[config.mk]
export PLATFORM = sky130hd
export DESIGN_NAME = rgbc_mac
export DESIGN_NICKNAME = d
export VERILOG_FILES = /design/src/rgbc_pkg.sv /design/src/rgbc_mac.sv
export SDC_FILE = /design/constraint.sdc
export NUM_CORES = 2
export LEC_CHECK = 0
export BUFFER_PORTS_ARGS = -buffer_cell sky130_fd_sc_hd__buf_2
export CAP_MARGIN = 20
export CORE_UTILIZATION = 59
export DETAILED_ROUTE_END_ITERATION = 8
export GPL_ROUTABILITY_DRIVEN = 0
export PLACE_DENSITY = 0.87
export SLEW_MARGIN = 20
export SYNTH_ARGS = -nofsm -noshare
export SYNTH_HDL_FRONTEND = slang
export SYNTH_SLANG_ARGS = --single-unit
[constraint.sdc]
create_clock -name clock -period 5.5 [get_ports clock]
set_input_delay 0.55 -clock clock [delete_from_list [all_inputs] [get_ports clock]]
set_output_delay 0.55 -clock clock [all_outputs]
set_load 0.01 [all_outputs]
[src/rgbc_pkg.sv]
// Shared constants, register codes and types for the RGB zero-padded convolution block.
`default_nettype none

package rgbc_pkg;

   // Default configuration of the datapath
   localparam int KERNEL_SIZE_DEF = 3;
   localparam int MAX_WIDTH_DEF   = 2048;
   localparam int COEF_BITS_DEF   = 12;

   // Fixed field widths
   localparam int PIX_W     = 8;
   localparam int RGB_W     = 3 * PIX_W;
   localparam int ROW_W     = 12;
   localparam int OUT_COL_W = 11;
   localparam int DIM_W     = 12;
   localparam int CFG_W     = 60;
   localparam int CSR_IDX_W = 3;

   // Kernel coefficient packing: five 12-bit slots per bank
   localparam int SLOT_W         = 12;
   localparam int SLOTS_PER_BANK = 5;
   localparam int NUM_BANKS      = 5;

   // Fixed point and clamp
   localparam int FRAC_BITS = 8;
   localparam int PIX_MAX   = 255;

   // Register reset values
   localparam logic [DIM_W-1:0] FRAME_WIDTH_RST  = 12'd2048;
   localparam logic [DIM_W-1:0] FRAME_HEIGHT_RST = 12'd1;

   // Generic RAM default depth
   localparam int RAM_DEPTH_DEF = 512;

   // Register indexes
   localparam logic [CSR_IDX_W-1:0] CSR_FRAME_WIDTH  = 3'd0;
   localparam logic [CSR_IDX_W-1:0] CSR_FRAME_HEIGHT = 3'd1;
   localparam logic [CSR_IDX_W-1:0] CSR_BANK_A       = 3'd2;
   localparam logic [CSR_IDX_W-1:0] CSR_BANK_B       = 3'd3;
   localparam logic [CSR_IDX_W-1:0] CSR_BANK_C       = 3'd4;
   localparam logic [CSR_IDX_W-1:0] CSR_BANK_D       = 3'd5;
   localparam logic [CSR_IDX_W-1:0] CSR_BANK_E       = 3'd6;

   // Item opcodes
   localparam logic OP_PIXEL = 1'b0;
   localparam logic OP_DRAIN = 1'b1;

   // Per-stage advance strobes for the multiply-accumulate pipeline
   typedef struct packed {
      logic s2;
      logic s3;
      logic s4;
   } rgbc_pipe_en_type;

endpackage

`default_nettype wire

[src/rgbc_mac.sv]
// One color channel: window products, row sums, total and clamp to 0..255.
`default_nettype none

module rgbc_mac #(
   parameter int KERNEL_SIZE = rgbc_pkg::KERNEL_SIZE_DEF,
   parameter int COEF_BITS   = rgbc_pkg::COEF_BITS_DEF
) (
   input  wire logic                                                      clock,
   input  wire rgbc_pkg::rgbc_pipe_en_type                                pipe_en,
   input  wire logic [KERNEL_SIZE*KERNEL_SIZE-1:0][rgbc_pkg::PIX_W-1:0]   win,
   input  wire logic [KERNEL_SIZE*KERNEL_SIZE-1:0][COEF_BITS-1:0]         coef,
   output logic      [rgbc_pkg::PIX_W-1:0]                                result
);

   import rgbc_pkg::*;

   localparam int KK     = KERNEL_SIZE * KERNEL_SIZE;
   localparam int PROD_W = PIX_W + 1 + COEF_BITS;
   localparam int GROW   = $clog2(KERNEL_SIZE) + 1;
   localparam int RSUM_W = PROD_W + GROW;
   localparam int TOT_W  = RSUM_W + GROW;
   localparam int Q_W    = TOT_W - FRAC_BITS;

   logic signed [PROD_W-1:0] prod_in  [KK];
   logic signed [PROD_W-1:0] prod_ff  [KK];
   logic signed [RSUM_W-1:0] rsum_in  [KERNEL_SIZE];
   logic signed [RSUM_W-1:0] rsum_ff  [KERNEL_SIZE];
   logic signed [TOT_W-1:0]  tot;
   logic        [Q_W-1:0]    quot;
   logic        [PIX_W-1:0]  result_in;
   logic        [PIX_W-1:0]  result_ff;

   // pixel times signed coefficient, one product per tap
   always_comb begin
      for (int i = 0; i < KK; i++) begin
         prod_in[i] = PROD_W'($signed({1'b0, win[i]})) * PROD_W'($signed(coef[i]));
      end
   end

   always_ff @(posedge clock) begin
      if (pipe_en.s2) begin
         prod_ff <= prod_in;
      end
   end

   // sum each kernel row
   always_comb begin
      for (int ky = 0; ky < KERNEL_SIZE; ky++) begin
         rsum_in[ky] = '0;
         for (int kx = 0; kx < KERNEL_SIZE; kx++) begin
            rsum_in[ky] = rsum_in[ky] + RSUM_W'(prod_ff[ky*KERNEL_SIZE + kx]);
         end
      end
   end

   always_ff @(posedge clock) begin
      if (pipe_en.s3) begin
         rsum_ff <= rsum_in;
      end
   end

   // total, drop fraction (sum is positive here) and clamp
   always_comb begin
      tot = '0;
      for (int ky = 0; ky < KERNEL_SIZE; ky++) begin
         tot = tot + TOT_W'(rsum_ff[ky]);
      end
      quot = tot[TOT_W-1:FRAC_BITS];
      if (tot[TOT_W-1] || (tot == '0)) begin
         result_in = '0;
      end else if (quot > Q_W'(PIX_MAX)) begin
         result_in = PIX_W'(PIX_MAX);
      end else begin
         result_in = quot[PIX_W-1:0];
      end
   end

   always_ff @(posedge clock) begin
      if (pipe_en.s4) begin
         result_ff <= result_in;
      end
   end

   assign result = result_ff;

endmodule

`default_nettype wire

# --- Yosys cells after proc, flatten, opt, wreduce, memory -nomap -nowiden ---
# Index checks and enable logic that the tools add are counted.
op_classes:
  add_sub_neg: 8
  muxes: 1
  order_cmp: 1
  reduce_logical: 2
  mul: 9
op_table:
  columns: ["operator", "count"]
  rows:
  - ["9-bit by 12-bit multiplier with 21-bit output", 9]
  - ["22-bit by 21-bit adder with 23-bit output", 3]
  - ["21-bit by 21-bit adder with 22-bit output", 3]
  - ["27-bit zero test", 1]
  - ["24-bit by 23-bit adder with 25-bit output", 1]
  - ["23-bit by 23-bit adder with 24-bit output", 1]
  - ["19-bit by 8-bit greater-than comparator with 1-bit output (second input constant)", 1]
  - ["8-bit two-way mux", 1]
  - ["1-bit logical OR", 1]
totals:
  ff_bits: 266
  wordCells: 34

# --- Longest topological paths before layout ---
depth:
  word_depth: 4
  ltp_mapped: 21

# --- Worst setup path before layout ---
# OpenSTA, ideal clock, no wires.
synth_timing:
  path_kind: "input port to flip-flop"
  startpoint: "input win[32] (netlist bit)"
  endpoint: "register prod_ff[104] (netlist bit) (data pin)"
  slack_ns: 0.329
  required_time_ns: 5.239
  setup_ns: 0.261
  path_stages: 17
  arrival_time_ns: 4.910
  cell_sequence: "clkbuf_1 -> nand2_1 -> fa_1 -> inv_1 -> fa_1 -> fa_1 -> inv_1 -> fa_1 -> inv_1 -> ha_1 -> or2_2 -> a21oi_1 -> a21oi_1 -> a41o_1 -> o41ai_2 -> o21ai_1 -> a311o_1"
synth_rtl:
  columns: ["item", "line", "rtl"]
  rows:
  - ["start: declaration", "rgbc_mac.sv:10", "input wire logic [KERNEL_SIZE*KERNEL_SIZE-1:0][rgbc_pkg::PIX_W-1:0] win,"]
  - ["end signal: assignment", "rgbc_mac.sv:42", "prod_ff <= prod_in;"]
  - ["end: declaration", "rgbc_mac.sv:25", "logic signed [PROD_W-1:0] prod_ff [KK];"]

==> qor.csv <==
stage;metric;value;unit
outcome;outcome;complete, no violations;
clock_network;H-tree levels;1;
critical_path;Critical Path Max Stage Delay;0.53;ns
critical_path;CP Cell Sequence;buf_2 > nand2_1 > fa_1 > fa_1 > inv_1 > ha_1 > inv_1 > fa_1 > inv_1 > ha_1 > a21o_1 > a21oi_1 > o21bai_1 > o311a_1 > nor2_1 > a211oi_1 > o21a_1 > o21a_1 > o311ai_0;
synthesis;EDFF count, synth;266;
critical_path;Worst setup EP type;flip-flop;
die;Initial Utilization;60.1;%
clock_network;total CTS buffers;30;
drt;initial drt markers;2094;
min_path;Min-Delay Path Class;input pin to flip-flop;
clock_network;# Post-CTS Setup Buffers;0;
die;Die H;281;um
synthesis;Seq cells post-synth;266;
die;I/O pin cnt;192;
die;row cnt;101;
grt;total grt overflow;0;
layout;fill cell count;5707;
clock_network;Bufs on Longest Clock Path;3;
die;CORE AREA;0.0765;mm^2
drt;Pre-Repair DR Iteration Count;5;
timing;worst slew pin tran;1.01;ns
synthesis;Mapped Cells;4768;
placement;IO Port Bufs;191;
clock_network;CTS clk-pin slew, worst paths;0.07;ns
timing;RSZ-0062 raised after global routing;no;
synthesis;sequential share of the synthesized area;17.4;%
timing;Fin Clk Skew;0.0361;ns
clock_network;clock insertion delay at the later pin of the skew report;0.59;ns
drt;WL final;96.8;mm
grt;gr usage total;26.0;%
drt;Post-DRT Antenna Nets;0;
critical_path;worst setup path category;input pin to flip-flop;
critical_path;Worst Path Required;5.81;ns
clock_network;CTS resizes;0;
clock_network;Root Driver;clkbuf_16;
timing;Slew headroom;32.9;%
timing;setup TNS;0;ns
timing;# setup viols final;0;
synthesis;Post-synth ARST share;0;%
placement;post-DP HPWL;79.7;mm
clock_network;hold_buf cts;0;
layout;fin nets;6365;
synthesis;Synthesis Warnings;0;
synthesis;Most used DFF post-synth;edfxtp_1;
layout;Area Overhead vs Synth;6.57;%
synthesis;Area contributors post-synth;fa_1 35%, edfxtp_1 17%, ha_1 13%, inv_1 9.9%, and2_1 6.6%;
timing;count of pins over their slew limit;0;
critical_path;WP buf/inv;4;
die;Die W;281;um
flow_run;max-cap violations;0;
drt;vias;32600;
layout;share of layout cells above drive strength 1;5.64;%
grt;largest net degree at the start of global routing;98;
drt;vias per inst;5.44;
critical_path;slowest cell on the critical path;fa_1;
clock_network;CTS tree;built;
synthesis;Synth top area share;34.5;%
synthesis;top-count cell post-synth;inv_1;
synthesis;Netlist Area Pre-Place;0.0460;mm^2
grt;initial antenna violation count;11;
drt;DRC violations left;0;
synthesis;area leader, netlist;fa_1;
critical_path;crit-path max FO;12;
timing;final hold viol count;0;
drt;average wire per standard cell;16.2;um
synthesis;post-synth cell types;71;
synthesis;Synth top cells by count;1217 x inv_1, 792 x fa_1, 483 x and2_1, 464 x ha_1, 461 x nand2_1;
timing;Final min period;4.99;ns
timing;Tcrit/Tclk final;90.7;%
synthesis;Syn Nets;6208;
grt;number of global-route vias before repair;34400;
timing;Fmax;0.201;GHz
critical_path;Setup crit start kind;input pin;
die;Die ar.;0.0790;mm^2
grt;global-route wire length before repair;166;mm
critical_path;cell family with most CP delay;adder cells;
synthesis;per-instance average area after synthesis;9.64;um^2
critical_path;crit path DAT;5.30;ns
clock_network;CTS Sinks;266;
## area by class of cell
class,instances,area [um^2],area share (%)
Inverter,1217,4570,9.33
Timing Repair Buffer,203,1060,2.17
Clock inverter,23,203,0.414
Antenna cell,9,22.5,0.0460
Multi-Input combinational cell,3207,33100,67.5
Tap cell,1030,1290,2.63
Clock buffer,33,762,1.56
Sequential cell,266,7990,16.3
## stage by stage
stage	hold slack [ns]	cell area [um^2]	cells	utilization, %	worst slack [ns]
3_3_place_gp	0.742	48000	5923	62.8	0.106
5_1_grt	0.276	49000	5988	64.1	0.274
3_5_place_dp	0.741	48000	5923	62.8	0.0143
4_1_cts	0.263	49000	5979	64.0	0.589
6_report	0.276	49000	5988	64.1	0.513
2_1_floorplan	0.662	46000	4768	-	0.329
## sequential cells by signal, indices dropped and copies added, names as in the netlist
signal and count:
prod_ff 189, result 8, rsum_ff 69
## kinds of logic after synthesis
| group | Yosys count | synth area share, % |
|---|---|---|
| compound gates | 429 | 6.34 |
| fa+ha+maj | 1256 | 47.1 |
| buf+inv | 1295 | 10.6 |
| xor+xnor | 218 | 4.15 |
| mux | 4 | 0.0899 |
| simple gates | 1300 | 14.3 |
| flops | 266 | 17.4 |
## layer usage
layer,up-vias,share of wire [%],GRT usage [%]
li1,15000,-,-
met1,16200,40,33.7
met2,1134,50,45.1
met3,233,6.1,3.06
met4,4,3.4,8.52
met5,-,0.019,0
## worst register-to-register path, delay by kind of cell (launching register included)
kind | cells | cell delay, ns
AO/OA/AOI/OAI | 7 | 1.86
XOR/XNOR | 1 | 0.17
adder cells (fa/ha/maj) | 3 | 1.17
buffers and inverters | 1 | 0.06
flip-flops | 1 | 0.45
AND/OR/NAND/NOR | 1 | 0.13
## path summary, 6_finish.rpt
path	startpoint	endpoint	slack, ns	cells past startpoint
worst max-delay path	win[32]	prod_ff[103]	0.51	19
worst min-delay path	pipe_en[0]	result[6]	0.28	1
worst max register to register	prod_ff[127]	rsum_ff[69]	1.40	13
worst min register to register	prod_ff[169]	rsum_ff[49]	0.74	2
## layout by cell type, fill, tap and decap left out, drive strengths merged, types with 29 or more instances in the layout
cell type | netlist | final
o21a | 35 | 35
xnor2 | 184 | 184
nor2 | 129 | 129
a21oi | 124 | 124
clkbuf | 76 | 33
and3 | 29 | 29
ha | 464 | 464
nand3 | 48 | 48
edfxtp | 266 | 266
a21o | 40 | 40
fa | 792 | 792
buf | 2 | 203
o21ai | 67 | 67
inv | 1217 | 1221
nor3 | 55 | 55
nand2 | 461 | 461
xor2 | 34 | 34
and2 | 483 | 483
Power is left out: the tool's default activity adds up to more than one toggle a clock period on the data nets, which glitch-free logic cannot reach.
